==> config.mk <==
export PLATFORM = sky130hd
export DESIGN_NAME = lattice_pair_reaction_update_top
export DESIGN_NICKNAME = d
export VERILOG_FILES = /design/src/hdl/lpru_pkg.sv /design/src/hdl/lpru_rule.sv /design/src/hdl/lattice_pair_reaction_update_top.sv
export SDC_FILE = /design/constraint.sdc
export NUM_CORES = 1
export LEC_CHECK = 0
export ABC_AREA = 1
export BUFFER_PORTS_ARGS = -buffer_cell sky130_fd_sc_hd__buf_2
export CAP_MARGIN = 40
export CORE_MARGIN = 3
export CORE_UTILIZATION = 45
export DETAILED_ROUTE_END_ITERATION = 16
export SYNTH_ARGS = -nofsm -noshare
export SYNTH_HDL_FRONTEND = slang
export SYNTH_SLANG_ARGS = --single-unit
==> constraint.sdc <==
create_clock -name i_clk -period 11 [get_ports i_clk]
set_input_delay 1.1 -clock i_clk [delete_from_list [all_inputs] [get_ports i_clk]]
set_output_delay 1.1 -clock i_clk [all_outputs]
set_load 0.005 [all_outputs]
==> src/hdl/lpru_pkg.sv <==
`timescale 1ns / 1ps

package lpru_pkg;

    // Default sizes of the ring and of the fraction compare.
    localparam int SITES_DEF     = 128;
    localparam int DRAW_BITS_DEF = 16;

    // Fixed field widths.
    localparam int SITE_W    = 7;
    localparam int DRAW_W    = 16;
    localparam int PROB_W    = 16;
    localparam int COUNT_W   = 8;
    localparam int CFG_IDX_W = 2;
    localparam int CODE_W    = 4;

    // Operation codes.
    localparam logic OP_LOAD   = 1'b0;
    localparam logic OP_UPDATE = 1'b1;

    // Configuration register indexes.
    localparam logic [CFG_IDX_W-1:0] CFG_ALPHA = 2'd0;
    localparam logic [CFG_IDX_W-1:0] CFG_BETA  = 2'd1;
    localparam logic [CFG_IDX_W-1:0] CFG_GAMMA = 2'd2;

    // Threshold values after reset.
    localparam logic [PROB_W-1:0] PROB_ALPHA_RST = 16'd9726;
    localparam logic [PROB_W-1:0] PROB_BETA_RST  = 16'd1311;
    localparam logic [PROB_W-1:0] PROB_GAMMA_RST = 16'd58982;

    // Which threshold a pair code is tested against.
    localparam logic [1:0] TEST_NONE  = 2'd0;
    localparam logic [1:0] TEST_ALPHA = 2'd1;
    localparam logic [1:0] TEST_BETA  = 2'd2;
    localparam logic [1:0] TEST_GAMMA = 2'd3;

    // The pair code that retries on the second draw, and where it goes then.
    localparam logic [CODE_W-1:0] CODE_FALLBACK_SRC = 4'd11;
    localparam logic [CODE_W-1:0] CODE_FALLBACK_DST = 4'd8;

    typedef struct packed {
        logic [PROB_W-1:0] alpha;
        logic [PROB_W-1:0] beta;
        logic [PROB_W-1:0] gamma;
    } t_thresholds;

    // Threshold selection per pair code {A[i], A[j], B[i], B[j]}.
    function automatic logic [1:0] test_of_code(input logic [CODE_W-1:0] code);
        logic [1:0] test;
        case (code)
            4'd3, 4'd7, 4'd15:        test = TEST_BETA;
            4'd6, 4'd14:              test = TEST_GAMMA;
            4'd8, 4'd9, 4'd10, 4'd11: test = TEST_ALPHA;
            default:                  test = TEST_NONE;
        endcase
        return test;
    endfunction

    // Pair code written when the first test succeeds.
    function automatic logic [CODE_W-1:0] next_of_code(input logic [CODE_W-1:0] code);
        logic [CODE_W-1:0] nxt;
        case (code)
            4'd3:    nxt = 4'd0;
            4'd6:    nxt = 4'd3;
            4'd7:    nxt = 4'd4;
            4'd8:    nxt = 4'd12;
            4'd9:    nxt = 4'd13;
            4'd10:   nxt = 4'd14;
            4'd11:   nxt = 4'd15;
            4'd14:   nxt = 4'd11;
            4'd15:   nxt = 4'd12;
            default: nxt = code;
        endcase
        return nxt;
    endfunction

endpackage

==> src/hdl/lpru_rule.sv <==
`timescale 1ns / 1ps

module lpru_rule
    import lpru_pkg::*;
#(
    parameter int DRAW_BITS = DRAW_BITS_DEF
) (
    input  logic [CODE_W-1:0] i_code,
    input  logic [DRAW_W-1:0] i_draw_one,
    input  logic [DRAW_W-1:0] i_draw_two,
    input  t_thresholds       i_thr,
    output logic [CODE_W-1:0] o_next
);

    // Only the low DRAW_BITS bits of draws and thresholds take part.
    localparam logic [63:0] MASK64 = (64'd1 << DRAW_BITS) - 64'd1;
    localparam logic [31:0] MASK   = MASK64[31:0];

    logic [1:0]        w_test;
    logic [PROB_W-1:0] w_thr;
    logic              w_pass_one;
    logic              w_pass_two;

    // Pick the threshold for this code.
    always_comb begin
        w_test = test_of_code(i_code);
        case (w_test)
            TEST_ALPHA: w_thr = i_thr.alpha;
            TEST_BETA:  w_thr = i_thr.beta;
            default:    w_thr = i_thr.gamma;
        endcase
    end

    // Strict compares: the draw must lie below the threshold.
    assign w_pass_one = (32'(i_draw_one) & MASK) < (32'(w_thr) & MASK);
    assign w_pass_two = (32'(i_draw_two) & MASK) < (32'(i_thr.beta) & MASK);

    // New pair code, with the second-draw retry for the fallback code.
    always_comb begin
        o_next = i_code;
        if (w_test != TEST_NONE) begin
            if (w_pass_one) begin
                o_next = next_of_code(i_code);
            end else if (i_code == CODE_FALLBACK_SRC && w_pass_two) begin
                o_next = CODE_FALLBACK_DST;
            end
        end
    end

endmodule

==> src/hdl/lattice_pair_reaction_update_top.sv <==
`timescale 1ns / 1ps
// Pair-reaction update engine for a ring of SITES sites, two bits per site.
// Command channel: a word (opcode, site, load bits, two draws) is taken at
// a rising edge where i_start is high and o_busy is low. Opcode load writes
// one site's A and B bits; opcode update tests the pair (site, site + 1 mod
// SITES) against the alpha, beta or gamma threshold and may rewrite it.
// Configuration channel: i_cfg_valid / o_cfg_ready with a register index
// (0 alpha, 1 beta, 2 gamma) and 16-bit data; other indexes are ignored.
// Write it only while no word is in flight.
// Result: o_done is high for exactly one cycle per word, with the A and B
// counts after the word and o_pair_changed. The word passes the input register
// and then the result register, which raises the strobe; the receiver cannot
// hold it off.
// Throughput is one word per cycle while o_busy is low: the site bits live in
// flip-flops, so the read-modify-write of the pair and the count update are
// combinational between the input register and the result register.
// Reset (synchronous, active low) clears all site bits and counts, restores
// the default thresholds and drops any word in flight; o_busy is high during
// reset and is cleared by its register once reset is released.
module lattice_pair_reaction_update_top
    import lpru_pkg::*;
#(
    parameter int SITES     = SITES_DEF,
    parameter int DRAW_BITS = DRAW_BITS_DEF
) (
    input  logic                 i_clk,
    input  logic                 i_rst_n,
    input  logic                 i_start,
    output logic                 o_busy,
    input  logic                 i_opcode,
    input  logic [SITE_W-1:0]    i_site,
    input  logic                 i_load_species_a,
    input  logic                 i_load_species_b,
    input  logic [DRAW_W-1:0]    i_draw_one,
    input  logic [DRAW_W-1:0]    i_draw_two,
    input  logic                 i_cfg_valid,
    output logic                 o_cfg_ready,
    input  logic [CFG_IDX_W-1:0] i_cfg_index,
    input  logic [PROB_W-1:0]    i_cfg_data,
    output logic                 o_done,
    output logic [COUNT_W-1:0]   o_count_species_a,
    output logic [COUNT_W-1:0]   o_count_species_b,
    output logic                 o_pair_changed
);

    localparam int IDX_W = (SITES > 1) ? $clog2(SITES) : 1;

    // Control and state registers.
    logic               r_busy;
    logic               r_in_valid;
    logic               r_out_valid;
    logic [SITES-1:0]   r_sites_a;
    logic [SITES-1:0]   r_sites_b;
    logic [COUNT_W-1:0] r_count_a;
    logic [COUNT_W-1:0] r_count_b;
    t_thresholds        r_thr;

    // Input word register.
    logic               r_op;
    logic [SITE_W-1:0]  r_site;
    logic               r_load_a;
    logic               r_load_b;
    logic [DRAW_W-1:0]  r_draw_one;
    logic [DRAW_W-1:0]  r_draw_two;

    // Result register.
    logic [COUNT_W-1:0] r_res_count_a;
    logic [COUNT_W-1:0] r_res_count_b;
    logic               r_res_changed;

    logic [31:0]        w_site_ext;
    logic               w_in_range;
    logic [IDX_W-1:0]   w_i;
    logic [IDX_W-1:0]   w_j;
    logic               w_a_i;
    logic               w_a_j;
    logic               w_b_i;
    logic               w_b_j;
    logic [CODE_W-1:0]  w_next;
    logic               w_accept;

    logic               n_a_i;
    logic               n_a_j;
    logic               n_b_i;
    logic               n_b_j;
    logic [COUNT_W-1:0] n_count_a;
    logic [COUNT_W-1:0] n_count_b;
    logic               n_changed;

    assign w_accept = i_start && !r_busy;

    // Site addressing: the pair wraps from the last site to site 0.
    assign w_site_ext = 32'(r_site);
    assign w_in_range = w_site_ext < 32'(SITES);
    assign w_i        = w_site_ext[IDX_W-1:0];
    assign w_j        = (w_i == IDX_W'(SITES - 1)) ? '0 : w_i + IDX_W'(1);

    assign w_a_i = r_sites_a[w_i];
    assign w_a_j = r_sites_a[w_j];
    assign w_b_i = r_sites_b[w_i];
    assign w_b_j = r_sites_b[w_j];

    lpru_rule #(
        .DRAW_BITS (DRAW_BITS)
    ) u_rule (
        .i_code     ({w_a_i, w_a_j, w_b_i, w_b_j}),
        .i_draw_one (r_draw_one),
        .i_draw_two (r_draw_two),
        .i_thr      (r_thr),
        .o_next     (w_next)
    );

    // New bits of the pair; a load leaves the neighbor as it is.
    always_comb begin
        if (r_op == OP_LOAD) begin
            n_a_i = r_load_a;
            n_b_i = r_load_b;
            n_a_j = w_a_j;
            n_b_j = w_b_j;
        end else begin
            n_a_i = w_next[3];
            n_a_j = w_next[2];
            n_b_i = w_next[1];
            n_b_j = w_next[0];
        end
    end

    // Counts follow the bit changes, modulo 256.
    assign n_count_a = r_count_a - COUNT_W'(w_a_i) - COUNT_W'(w_a_j)
                     + COUNT_W'(n_a_i) + COUNT_W'(n_a_j);
    assign n_count_b = r_count_b - COUNT_W'(w_b_i) - COUNT_W'(w_b_j)
                     + COUNT_W'(n_b_i) + COUNT_W'(n_b_j);
    assign n_changed = w_in_range && ((w_a_i != n_a_i) || (w_a_j != n_a_j)
                                   || (w_b_i != n_b_i) || (w_b_j != n_b_j));

    // Control, site state, counts and thresholds.
    always_ff @(posedge i_clk) begin
        if (!i_rst_n) begin
            r_busy      <= 1'b1;
            r_in_valid  <= 1'b0;
            r_out_valid <= 1'b0;
            r_sites_a   <= '0;
            r_sites_b   <= '0;
            r_count_a   <= '0;
            r_count_b   <= '0;
            r_thr.alpha <= PROB_ALPHA_RST;
            r_thr.beta  <= PROB_BETA_RST;
            r_thr.gamma <= PROB_GAMMA_RST;
        end else begin
            r_busy      <= 1'b0;
            r_in_valid  <= w_accept;
            r_out_valid <= r_in_valid;
            if (i_cfg_valid && !r_busy) begin
                case (i_cfg_index)
                    CFG_ALPHA: r_thr.alpha <= i_cfg_data;
                    CFG_BETA:  r_thr.beta  <= i_cfg_data;
                    CFG_GAMMA: r_thr.gamma <= i_cfg_data;
                    default:   ;
                endcase
            end
            if (r_in_valid && w_in_range) begin
                r_sites_a[w_i] <= n_a_i;
                r_sites_b[w_i] <= n_b_i;
                r_sites_a[w_j] <= n_a_j;
                r_sites_b[w_j] <= n_b_j;
                r_count_a      <= n_count_a;
                r_count_b      <= n_count_b;
            end
        end
    end

    // Input word capture.
    always_ff @(posedge i_clk) begin
        if (w_accept) begin
            r_op       <= i_opcode;
            r_site     <= i_site;
            r_load_a   <= i_load_species_a;
            r_load_b   <= i_load_species_b;
            r_draw_one <= i_draw_one;
            r_draw_two <= i_draw_two;
        end
    end

    // Result capture; an out-of-range site reports the counts unchanged.
    always_ff @(posedge i_clk) begin
        if (r_in_valid) begin
            r_res_count_a <= w_in_range ? n_count_a : r_count_a;
            r_res_count_b <= w_in_range ? n_count_b : r_count_b;
            r_res_changed <= n_changed;
        end
    end

    assign o_busy            = r_busy;
    assign o_cfg_ready       = !r_busy;
    assign o_done            = r_out_valid;
    assign o_count_species_a = r_res_count_a;
    assign o_count_species_b = r_res_count_b;
    assign o_pair_changed    = r_res_changed;

`ifndef SYNTHESIS
    // Every accepted word gives its result once it has passed the input register and the result register.
    a_result_follows: assert property (@(posedge i_clk) disable iff (!i_rst_n)
        w_accept |-> ##2 o_done)
        else $error("accepted word produced no result");

    // No result without a word in the input register the cycle before.
    a_no_spurious: assert property (@(posedge i_clk) disable iff (!i_rst_n)
        o_done |-> $past(r_in_valid))
        else $error("result strobe without a word");

    // A word that changed nothing leaves the reported counts as they were.
    a_unchanged_counts: assert property (@(posedge i_clk) disable iff (!i_rst_n)
        (o_done && !o_pair_changed) |->
            (o_count_species_a == $past(r_count_a))
            && (o_count_species_b == $past(r_count_b)))
        else $error("counts moved without a change");

    // Counts never exceed the number of sites on small rings.
    a_count_bound: assert property (@(posedge i_clk) disable iff (!i_rst_n)
        o_done |-> (SITES > 255)
            || ((32'(o_count_species_a) <= 32'(SITES))
                && (32'(o_count_species_b) <= 32'(SITES))))
        else $error("count above ring size");
`endif

endmodule
## After elaboration in Yosys (flattened, before gate mapping)

Memories as Yosys holds them, arrays and structs flattened.
Cells that the tools add are included.

- Add/subtract/negate cells: 9
- $mul: 0
- Divide/modulo/power cells: 0
- $lt $le $gt $ge: 7
- Equality and inequality tests: 18
- Shift operators: 0
- Mux-type cells: 29
- Bitwise logic cells: 0
- Reductions and logical operators: 17

Operator list:

| cell | count |
|---|---|
| bitwise mux 128 bit | 4 |
| adder 8 x 1 -> 8 bit | 4 |
| less-than comparator 16 bit | 2 |
| case mux 16 bit (2 select lines) | 1 |
| case mux 4 bit (8 select lines) | 1 |
| subtractor 8 x 1 -> 8 bit | 4 |
| binary-select mux 1 bit (select 7 bit) | 4 |
| equality test 4 bit (second input constant) | 6 |
| less-than comparator 7 x 8 -> 1 bit (second input constant) | 3 |
| two-way mux 8 bit | 2 |
| demux 1 bit (select 7 bit) | 2 |
| >= comparator 7 x 1 -> 1 bit (second input constant) | 2 |
| two-way mux 4 bit | 3 |
| two-way mux 1 bit | 11 |
| equality test 4 x 3 -> 1 bit (second input constant) | 2 |
| adder 7 x 1 -> 7 bit (second input constant) | 1 |
| equality test 7 bit (second input constant) | 1 |
| logical AND 1 bit | 7 |
| two-way mux 7 bit | 1 |
| AND reduction 2 bit | 3 |
| equality test 2 x 1 -> 1 bit (second input constant) | 2 |
| equality test 2 bit (second input constant) | 2 |
| equality test 4 x 2 -> 1 bit (second input constant) | 1 |
| != test 1 bit | 4 |
| 5 further kinds | 7 |

- Flip-flop bits (word level): 382
- Bits in latches: 0
- Memory bits (writable): 0
- Bits in read-only memories: 32
- Input bits: 64
- Output and inout port bits: 20
- Word-level logic and storage cells: 100
- Memories kept: 1

Memory list:

| memory | depth | width | rd ports | clocked after memory_dff | write ports | line | RTL |
|---|---|---|---|---|---|---|---|
| (no name shown) | 16 | 2 | 1 | 0 | 0 | lpru_pkg.sv:50 | `case (code)` |

## Logic depth before layout (Yosys ltp)

Gate-level depths: netlist of run 1.
An unclocked memory read counts as a cell.

- Depth after elaboration: 16
- Gate-level depth with buffers: 57
- Mapped depth without buffers: 53

## By module

Synthesis of run 1 repeated with hierarchy kept, for this count alone.

- Cell total of the unflattened synthesis: 4120
- Area, all modules: 25530.7 sq um

By module, submodules not included:

| module | times used | cells each | area each (sq um) | sequential area each (sq um) |
|---|---|---|---|---|
| lattice_pair_reaction_update_top | 1 | 3938 | 24417.2 | 8237.9 |
| lpru_rule | 1 | 182 | 1113.6 | 0.0 |

## Least setup slack after synthesis of run 1

OpenSTA, ideal clock, no wires.

- Path kind: register to register
- Start: register r_site[1]
- End: register r_count_b[7]
- Data arrival time: 8.219 ns
- Setup slack: 2.665 ns
- Stages on the path, launching flop included: 49
- Buffers on the path: 7
- Cells stage by stage: edfxtp_1 > ha_1 > nand3_2 > nor2_1 > nor2_1 > buf_4 > buf_6 > nand2_1 > clkbuf_1 > clkbuf_1 > o221ai_1 > a221oi_1 > nor2_1 > nor2_1 > nand2_1 > inv_2 > ha_1 > inv_1 > (+13 left out) > nand3_1 > nand2_1 > nand2_1 > buf_6 > buf_6 > inv_1 > fa_1 > fa_1 > ha_1 > inv_1 > fa_1 > o21ai_0 > nand2_1 > a21oi_1 > nor2_1 > xor2_1 > o21ai_0 > inv_1

- Longest elaborated chain between the ends: 13
- Elaborated cells between the ends (all ways): 40

RTL lines:

| what | line | RTL |
|---|---|---|
| start: declaration | lattice_pair_reaction_update_top.sv:60 | `logic [SITE_W-1:0] r_site;` |
| start signal: assignment | lattice_pair_reaction_update_top.sv:176 | `r_site <= i_site;` |
| adder 7 x 1 -> 7 bit or equality test 7 bit (tied branches) | lattice_pair_reaction_update_top.sv:96 | `assign w_j = (w_i == IDX_W'(SITES - 1)) ? '0 : w_i + IDX_W'(1);` |
| two-way mux 7 bit | lattice_pair_reaction_update_top.sv:96 |  |
| binary-select mux 1 bit (select 7 bit) (on tied branches) | lattice_pair_reaction_update_top.sv:99, lattice_pair_reaction_update_top.sv:101 |  |
| two-way mux 1 bit (on tied branches) | lattice_pair_reaction_update_top.sv:99, lattice_pair_reaction_update_top.sv:101 |  |
| memory (16 x 2 bit) | - |  |
| equality test 2 bit or equality test 2 x 1 -> 1 bit (tied branches) | lpru_rule.sv:27 | `case (w_test)` |
| case mux 16 bit (2 select lines) | lpru_rule.sv:27 |  |
| less-than comparator 16 bit | lpru_rule.sv:35 | `assign w_pass_one = (32'(i_draw_one) & MASK) < (32'(w_thr) & MASK);` |
| two-way mux 4 bit | lpru_rule.sv:42 | `if (w_pass_one) begin` |
| two-way mux 4 bit | lpru_rule.sv:41 | `if (w_test != TEST_NONE) begin` |
| two-way mux 1 bit | lattice_pair_reaction_update_top.sv:115 | `if (r_op == OP_LOAD) begin` |
| adder 8 x 1 -> 8 bit | lattice_pair_reaction_update_top.sv:132 | `+ COUNT_W'(n_b_i) + COUNT_W'(n_b_j);` |
| adder 8 x 1 -> 8 bit (*) | lattice_pair_reaction_update_top.sv:132 |  |
| via n_count_b[7] | lattice_pair_reaction_update_top.sv:87 | `logic [COUNT_W-1:0] n_count_b;` |
| end signal: assignment | lattice_pair_reaction_update_top.sv:167 | `r_count_b <= n_count_b;` |
| end: declaration | lattice_pair_reaction_update_top.sv:55 | `logic [COUNT_W-1:0] r_count_b;` |

The timed path passes the listed nets; every way through them passes the cells marked *. The select of a mux whose other input is x is not followed.
A chain may end at the register's enable or synchronous reset.

## Final worst setup path of run 1

- Start: register r_site[2]
- End: register r_count_a[7]

- Longest elaborated chain between the ends: 13
- Elaborated cells between the ends (all ways): 40

RTL lines:

| what | line | RTL |
|---|---|---|
| adder 7 x 1 -> 7 bit or equality test 7 bit (tied branches) | lattice_pair_reaction_update_top.sv:96 |  |
| two-way mux 7 bit | lattice_pair_reaction_update_top.sv:96 |  |
| binary-select mux 1 bit (select 7 bit) (on tied branches) | lattice_pair_reaction_update_top.sv:99, lattice_pair_reaction_update_top.sv:101 |  |
| two-way mux 1 bit (on tied branches) | lattice_pair_reaction_update_top.sv:99, lattice_pair_reaction_update_top.sv:101 |  |
| memory (16 x 2 bit) | - |  |
| equality test 2 bit or equality test 2 x 1 -> 1 bit (tied branches) | lpru_rule.sv:27 |  |
| case mux 16 bit (2 select lines) | lpru_rule.sv:27 |  |
| less-than comparator 16 bit | lpru_rule.sv:35 |  |
| two-way mux 4 bit | lpru_rule.sv:42 |  |
| two-way mux 4 bit | lpru_rule.sv:41 |  |
| two-way mux 1 bit | lattice_pair_reaction_update_top.sv:115 |  |
| adder 8 x 1 -> 8 bit | lattice_pair_reaction_update_top.sv:130 | `+ COUNT_W'(n_a_i) + COUNT_W'(n_a_j);` |
| adder 8 x 1 -> 8 bit (*) | lattice_pair_reaction_update_top.sv:130 |  |
| via n_count_a[7] | lattice_pair_reaction_update_top.sv:86 | `logic [COUNT_W-1:0] n_count_a;` |
| end signal: assignment | lattice_pair_reaction_update_top.sv:166 | `r_count_a <= n_count_a;` |
| end: declaration | lattice_pair_reaction_update_top.sv:54 | `logic [COUNT_W-1:0] r_count_a;` |

Marks and branches as above.

==> summary.md, run 1 <==
| Metric | Value |
|---|---|
| Critical path capture point type | register |
| EDFF count, synth | 59 |
| Cells after Synth | 4117 |
| Total GRT Usage | 30.16% |
| Xor/xnor share of the synthesized area | 0.4183% |
| Mux contribution to synthesized area | 0% |
| Critical path launch point type | register |
| CTS buffer count | 46 |
| Clock latency on the worst-skew pair | 610 ps |
| Post-cts sizing count | 0 |
| H-tree levels | 2 |
| Hold_ws | 463.9 ps |
| Compound-cell area share of the yosys netlist | 16.18% |
| R2r worst-path depth | 46 |
| Post-Synth Adder-Cell Area | 3.118% |
| Vias per cell | 5.486 |
| Die Wd | 242.3 um |
| Crit path DAT | 10140 ps |
| Layout net count | 4221 |
| CORE AREA | 54560 um^2 |
| Worst-margin pin slew | 977.6 ps |
| Antenna diodes | 0 |
| Setup_tns | 0 ps |
| Worst-path clk slew | 70 ps |
| Critical setup path kind | register to register |
| Placed Area | 25890 um^2 |
| Fmax | 103.6 MHz |
| FF-to-FF End | r_count_a[7] |
| Final hold viol count | 0 |
| Maxcap violations | 0 |
| CP max stage delay | 850 ps |
| Total number of vias | 26.73k |
| Status | finished clean |
| Syn Nets | 4240 |
| Slew margin rel. | 34.83% |
| Worst-path fanout max | 32 |
| DP Wirelength | 59380 um |
| Post-layout util | 50.20% |
| Initial Util | 46.05% |
| Design Area, Final | 27390 um^2 |
| Largest net degree at the start of global routing | 122 |
| Root Buffer | clkbuf_16 |
| Termination of the worst setup path | r_count_a[7] |
| Top-Level Pins | 84 |
| Row cnt | 85 |
| Setup repair after global routing missed its margin | no |
| #FFs+latches synth | 382 |
| Seq/Total Area, Yosys | 32.79% |
| Total gr overflow | 0 |
| Syn-to-layout area delta | 9.014% |
| Most common cell on crit path | nand2_1 |
| Routed length per instance | 18.85 um |
| Synth Warn # | 0 |
| VDD IR max | 0.0001265 V |
| Initial antenna violation count | 0 |
| Worst Path Required | 11490 ps |
| Cell taking the most area after synthesis | dfxtp_1 |
| Die H | 242.3 um |
| Synth Flop Type | dfxtp_1 |
| Share of cells above drive strength 1 | 6.412% |
| Pwr dens | 137.9 nW/um^2 |
| HP Class | register to register |
| Final Max Tran Viols | 0 |
| # DRC | 0 |
| # port buffers | 83 |
| GPL Wtd Cong | 0.9698 |
| Critical path startpoint | r_site[2] |
| Skew final | 21.69 ps |
| Reg2reg start | r_site[2] |
| Postcts setup bufs | 0 |
| Top-area cell type share of the netlist area | 25.74% |
| CTS tree | built |
| Detailed Routing Iterations Pass 1 | 6 |
| Fin crit period | 9651 ps |
| Hold buffer count at CTS | 0 |
| Vias in the first global route | 23.75k |
| Largest family of logic cells by synthesized area | simple AND/OR/NAND/NOR gates |
| Fin crit share | 87.74% |
| Setup violators final | 0 |
| Post-synthesis simple-gate area fraction | 37.08% |
| First-pass GRT wire length | 140800 um |
| Die area | 58700 um^2 |
| Mapped Area | 25120 um^2 |
| Slowest stage cell, crit path | edfxtp_1 |
| Static leakage | 10.40 nW |
| WL final | 91840 um |
| Initial detailed-routing violation count | 3269 |
| Mean post-synth cell area | 6.102 um^2 |
| Top post-synthesis cells by area | dfxtp_1 26%, nor2_1 17%, nand2_1 15% |
| ANT nets after route | 0 |
| Async SR Flop Fraction | 0% |
| Maximum clock path buffer count | 3 |
| Reg2reg setup slack | 1350 ps |
| Distinct cells, synth | 47 |
| Clock sink count | 382 |
[flip-flops by register name (all words and copies together) (netlist names)]
signal and flops:
o_pair_changed 1, r_draw_two 16, r_sites_b 128, r_op 1, r_count_b 8, r_thr 48, r_draw_one 16, o_busy 1
o_count_species_a 8, r_load_a 1, r_in_valid 1, r_count_a 8, o_done 1, r_sites_a 128, r_site 7, r_load_b 1
o_count_species_b 8
[cell type report]
class	instances	area, um^2
fillers	5638	27170
multi-input cells	3159	14340
flip-flops and latches	382	8238
inverters	367	1380
clock buffers	60	1266
repair buffers	142	1005
well taps	739	924.6
clock inverters	23	235.2
[layout by cell type (no fill, tap or decap), types with 13 or more instances in the layout]
cell type and instances:
buf_4 51, nand4_1 13, edfxtp_1 59, o21ai_1 21
nand3_1 136, clkbuf_16 48, a21oi_1 193, o22ai_1 104
nor2_1 1118, nand3b_1 34, inv_1 358, dfxtp_1 323
nand2_1 975, buf_2 82, o21ai_0 364, a221oi_1 18
ha_1 53
[cells in the mapped netlist, drive strengths merged (3+ instances only)]
cell,number
a211oi,5
a21oi,193
a221oi,18
a22oi,8
buf,110
clkbuf,99
dfxtp,323
edfxtp,59
fa,6
ha,53
inv,365
nand2,996
nand3,140
nand3b,34
nand4,13
nor2,1135
nor3,14
nor4,4
o211ai,12
o21ai,385
o221ai,5
o22a,6
o22ai,104
o41ai,3
or2,4
xor2,10
[report_power, final]
group	switching (mW)	internal, mW
sequential	0.0135	1.45
combinational	0.545	0.199
clock	0.660	0.906
total	1.22	2.56
[per-stage QoR]
step	instances	worst slack (ps)	power, mW
after detailed placement	4789	1545	2.225
after CTS	4872	1493	3.778
after global placement	4780	1722	2.203
after global routing	4872	694.4	3.909
after floorplan	4117	2665	2.045
final	4872	1349	3.777
[how the worst min path moves through the flow]
stage / from / end / slack (ps) / cells past startpoint
floorplan: r_thr[33] / r_thr[33] / 430 / 2
global route: r_thr[37] / r_thr[37] / 490 / 2
CTS: r_thr[40] / r_thr[40] / 470 / 2
global placement: r_thr[10] / r_thr[10] / 450 / 2
finish: r_thr[10] / r_thr[10] / 460 / 2
detailed placement: r_thr[40] / r_thr[40] / 450 / 2
[worst max-delay path: cells and delay by family, from the launching register on]
| family | cells | cell delay (ps) |
|---|---|---|
| xor gates and xnor gates | 1 | 140 |
| DFF | 1 | 850 |
| adders and majority gates | 6 | 1840 |
| and+or+nand+nor | 21 | 3550 |
| buffers and inverters | 9 | 1210 |
| AOI/OAI and AO/OA | 9 | 1870 |
[per-layer routing]
| layer | track usage (%) | wire (um) | up-vias |
|---|---|---|---|
| met4 | 10.31 | 3425 | 0 |
| met1 | 42.89 | 40060 | 11990 |
| met2 | 44.99 | 38160 | 1372 |
| met5 | 0 | 0 | - |
| li1 | - | - | 13140 |
| met3 | 6.696 | 10190 | 222 |
[logic make-up (layout without fill, tap and decap cells)]
group	after synthesis	in the layout
DFF	382	382
and+or+nand+nor	2342	2342
AOI/OAI and AO/OA	746	746
adders and majority gates	59	59
buffers and inverters	576	592
xor gates and xnor gates	12	12
Note: power is estimated with default switching activity, not from simulation.
==> run 2: changes to the inputs <==
--- a/config.mk
+++ b/config.mk
@@ -11,6 +11,7 @@
 export CORE_MARGIN = 3
 export CORE_UTILIZATION = 45
 export DETAILED_ROUTE_END_ITERATION = 16
+export GPL_TIMING_DRIVEN = 0
 export SYNTH_ARGS = -nofsm -noshare
 export SYNTH_HDL_FRONTEND = slang
 export SYNTH_SLANG_ARGS = --single-unit
==> run 2 against run 1 <==
Flip-flop and latch count stayed put. Sequential power about the same. Design area grew 3.8%. Combinational power up 23%. Sequential share of layout area down 1.1 points. Power rose by 2.4%. Die area stayed put. Fmax down 9.4%. Hold slack worse by 3.5 ps. First-iteration DRC count up 12%. Clock power decreased by 6%. Clock skew up 0.52 ps. Largest cell class unchanged.
==> summary.md, run 2 (same netlist as run 1, synthesis figures left out) <==
| Metric | Value |
|---|---|
| Psw | 1.302 mW (+6.9%) |
| FF-to-FF End | r_count_b[7] |
| DP Wirelength | 79990 um (+35%) |
| Worst Path Required | 11490 ps (about the same) |
| Post-cts sizing count | 0 (unchanged) |
| H-tree levels | 2 (unchanged) |
| Post-layout util | 52.09% (+1.9 points) |
| Fin cells | 5061 (+3.9%) |
| VDD IR max | 0.0001142 V (-9.8%) |
| Clock latency on the worst-skew pair | 610 ps (about the same) |
| Fin crit share | 96.89% (+9.1 points) |
| Initial Util | 46.05% (unchanged) |
| Share of cells above drive strength 1 | 7.658% (+1.2 points) |
| Placed Area | 26980 um^2 (+4.2%) |
| Slowest stage cell, crit path | fa_1 |
| Slew margin rel. | 28.54% (-6.3 points) |
| Int Power | 2.565 mW (+0.22%) |
| GPL Wtd Cong | 1.092 (+13%) |
| Worst-margin pin slew | 1072 ps (+94.34 ps) |
| Root Buffer | clkbuf_16 |
| Clock sink count | 382 (unchanged) |
| CORE AREA | 54560 um^2 (unchanged) |
| Reg2reg start | r_site[4] |
| Total GRT Usage | 36.83% (+6.7 points) |
| Maxcap violations | 0 (unchanged) |
| # DRC | 0 (unchanged) |
| Top flop regs | r_sites_a x128, r_sites_b x128, r_thr x48 |
| Die area | 58700 um^2 (unchanged) |
| Design Area, Final | 28420 um^2 (+3.8%) |
| Worst-path fanout max | 10 (-69%) |
| Total number of vias | 28.92k (+8.2%) |
| Reg2reg setup slack | 340 ps (-1010 ps) |
| Crit path DAT | 11150 ps (+1010 ps) |
| R2r worst-path depth | 51 (+11%) |
| # port buffers | 82 (-1.2%) |
| Most common cell after layout, fill and taps aside | nor2_1 |
| Largest net degree at the start of global routing | 31 (-75%) |
| Detailed Routing Iterations Pass 1 | 9 (+3) |
| Total gr overflow | 0 (unchanged) |
| Syn-to-layout area delta | 13.11% |
| Skew final | 22.21 ps (+0.5214 ps) |
| Combinational power share | 23.7% (+4.0 points) |
| ANT nets after route | 0 (unchanged) |
| Row cnt | 85 (unchanged) |
| Initial detailed-routing violation count | 3677 (+12%) |
| Routed length per instance | 22.21 um (+18%) |
| Maximum clock path buffer count | 3 (unchanged) |
| Critical path startpoint | r_site[4] |
| CP max stage delay | 520 ps (-330 ps) |
| Final hold viol count | 0 (unchanged) |
| Final Max Tran Viols | 0 (unchanged) |
| Top-Level Pins | 84 (unchanged) |
| Hold buffer count at CTS | 0 (unchanged) |
| Postcts setup bufs | 0 (unchanged) |
| Fmax | 93.83 MHz (-9.4%) |
| Hold path start | r_thr[38] |
| Vias in the first global route | 25.77k (+8.5%) |
| Layout net count | 4408 (+4.4%) |
| Die H | 242.3 um (unchanged) |
| Initial antenna violation count | 2 (+2) |
| Antenna diodes | 0 (unchanged) |
| Most frequent cells in the layout | 1122 x nor2_1, 977 x nand2_1, 364 x o21ai_0, 358 x inv_1, 323 x dfxtp_1 |
| Termination of the worst setup path | r_count_b[7] |
| Setup violators final | 0 (unchanged) |
| Worst-path clk slew | 60 ps (about the same) |
| Most common cell on crit path | nand2_1 |
| Critical path capture point type | register |
| CTS tree | built |
| Pwr Total | 3.867 mW (+2.4%) |
| Critical path launch point type | register |
| WL final | 112400 um (+22%) |
| First-pass GRT wire length | 164500 um (+17%) |
| Critical setup path kind | register to register |
| HP Class | register to register |
| Fin crit period | 10660 ps (+1006 ps) |
| Die Wd | 242.3 um (unchanged) |
| Vias per cell | 5.714 (+4.2%) |
| Pwr dens | 136.1 nW/um^2 (-1.3%) |
| # placed instances | 4978 (+3.9%) |
| Power share of the clock group | 38.3% (-3.1 points) |
| Register share of total power | 38.0% (-0.9 points) |
| CTS buffer count | 46 (unchanged) |
| Status | finished clean |
| Static leakage | 10.88 nW (+4.6%) |
| Switching Share | 33.67% (+1.4 points) |
[run 2: changes by cell type in the layout (fill, tap and decap cells not counted), sizes merged]
cell	delta
clkinvlp	+2
clkinv	-9
bufinv	-4
inv	+1
buf	+90
clkbuf	+109
[run 2: worst min path at each step]
stage / to / slack, ps / depth (start not counted)
finish: r_thr[38] / 460 / 2
global route: r_thr[35] / 480 / 2
CTS: r_thr[10] / 460 / 2
detailed placement: r_thr[10] / 450 / 2
floorplan: r_thr[33] / 430 / 2
global placement: r_thr[10] / 440 / 2
[run 2: stage by stage]
step                setup slack (ps)  hold slack (ps)  TNS [ps]
floorplan                       2665            428.9         0
global placement              -884.2            438.3     -9899
detailed placement             288.9            445.4         0
CTS                            265.2            460.2         0
global route                  -8.089            479.7    -8.089
finish                         342.3            460.4         0
[run 2: layer usage]
layer	GRT usage, %	routed length, um	vias up
met5	0.2451	11	-
met4	18.79	6833	2
met3	9.773	14050	367
met2	52.24	44640	1716
met1	51.12	46860	13290
li1	-	-	13550
[run 2: area by class of cell]
cell class	instances	area, um^2
inverters	367	1378
fillers	5753	26140
plain buffers	207	1235
repair buffers	122	924.6
clock buffers	72	1320
multi-input cells	3159	14290
clock inverters	13	110.1
well taps	739	924.6
flip-flops and latches	382	8238
[run 2: power groups by stage]
stage	Combinational, mW	Clock [mW]	Sequential, mW
5_1_grt	0.968	1.55	1.47
3_5_place_dp	0.883	0	1.50
4_1_cts	0.886	1.50	1.47
6_report	0.918	1.48	1.47
2_1_floorplan	0.550	0	1.50
3_3_place_gp	0.865	0	1.50
[run 2: critical path: cells and delay by family (launching register included)]
kind | cells | cell delay (ps)
compound gates | 10 | 2500
buf+inv | 14 | 2990
xor+xnor | 1 | 150
flops | 1 | 440
fa+ha+maj | 6 | 1790
simple gates | 20 | 2610
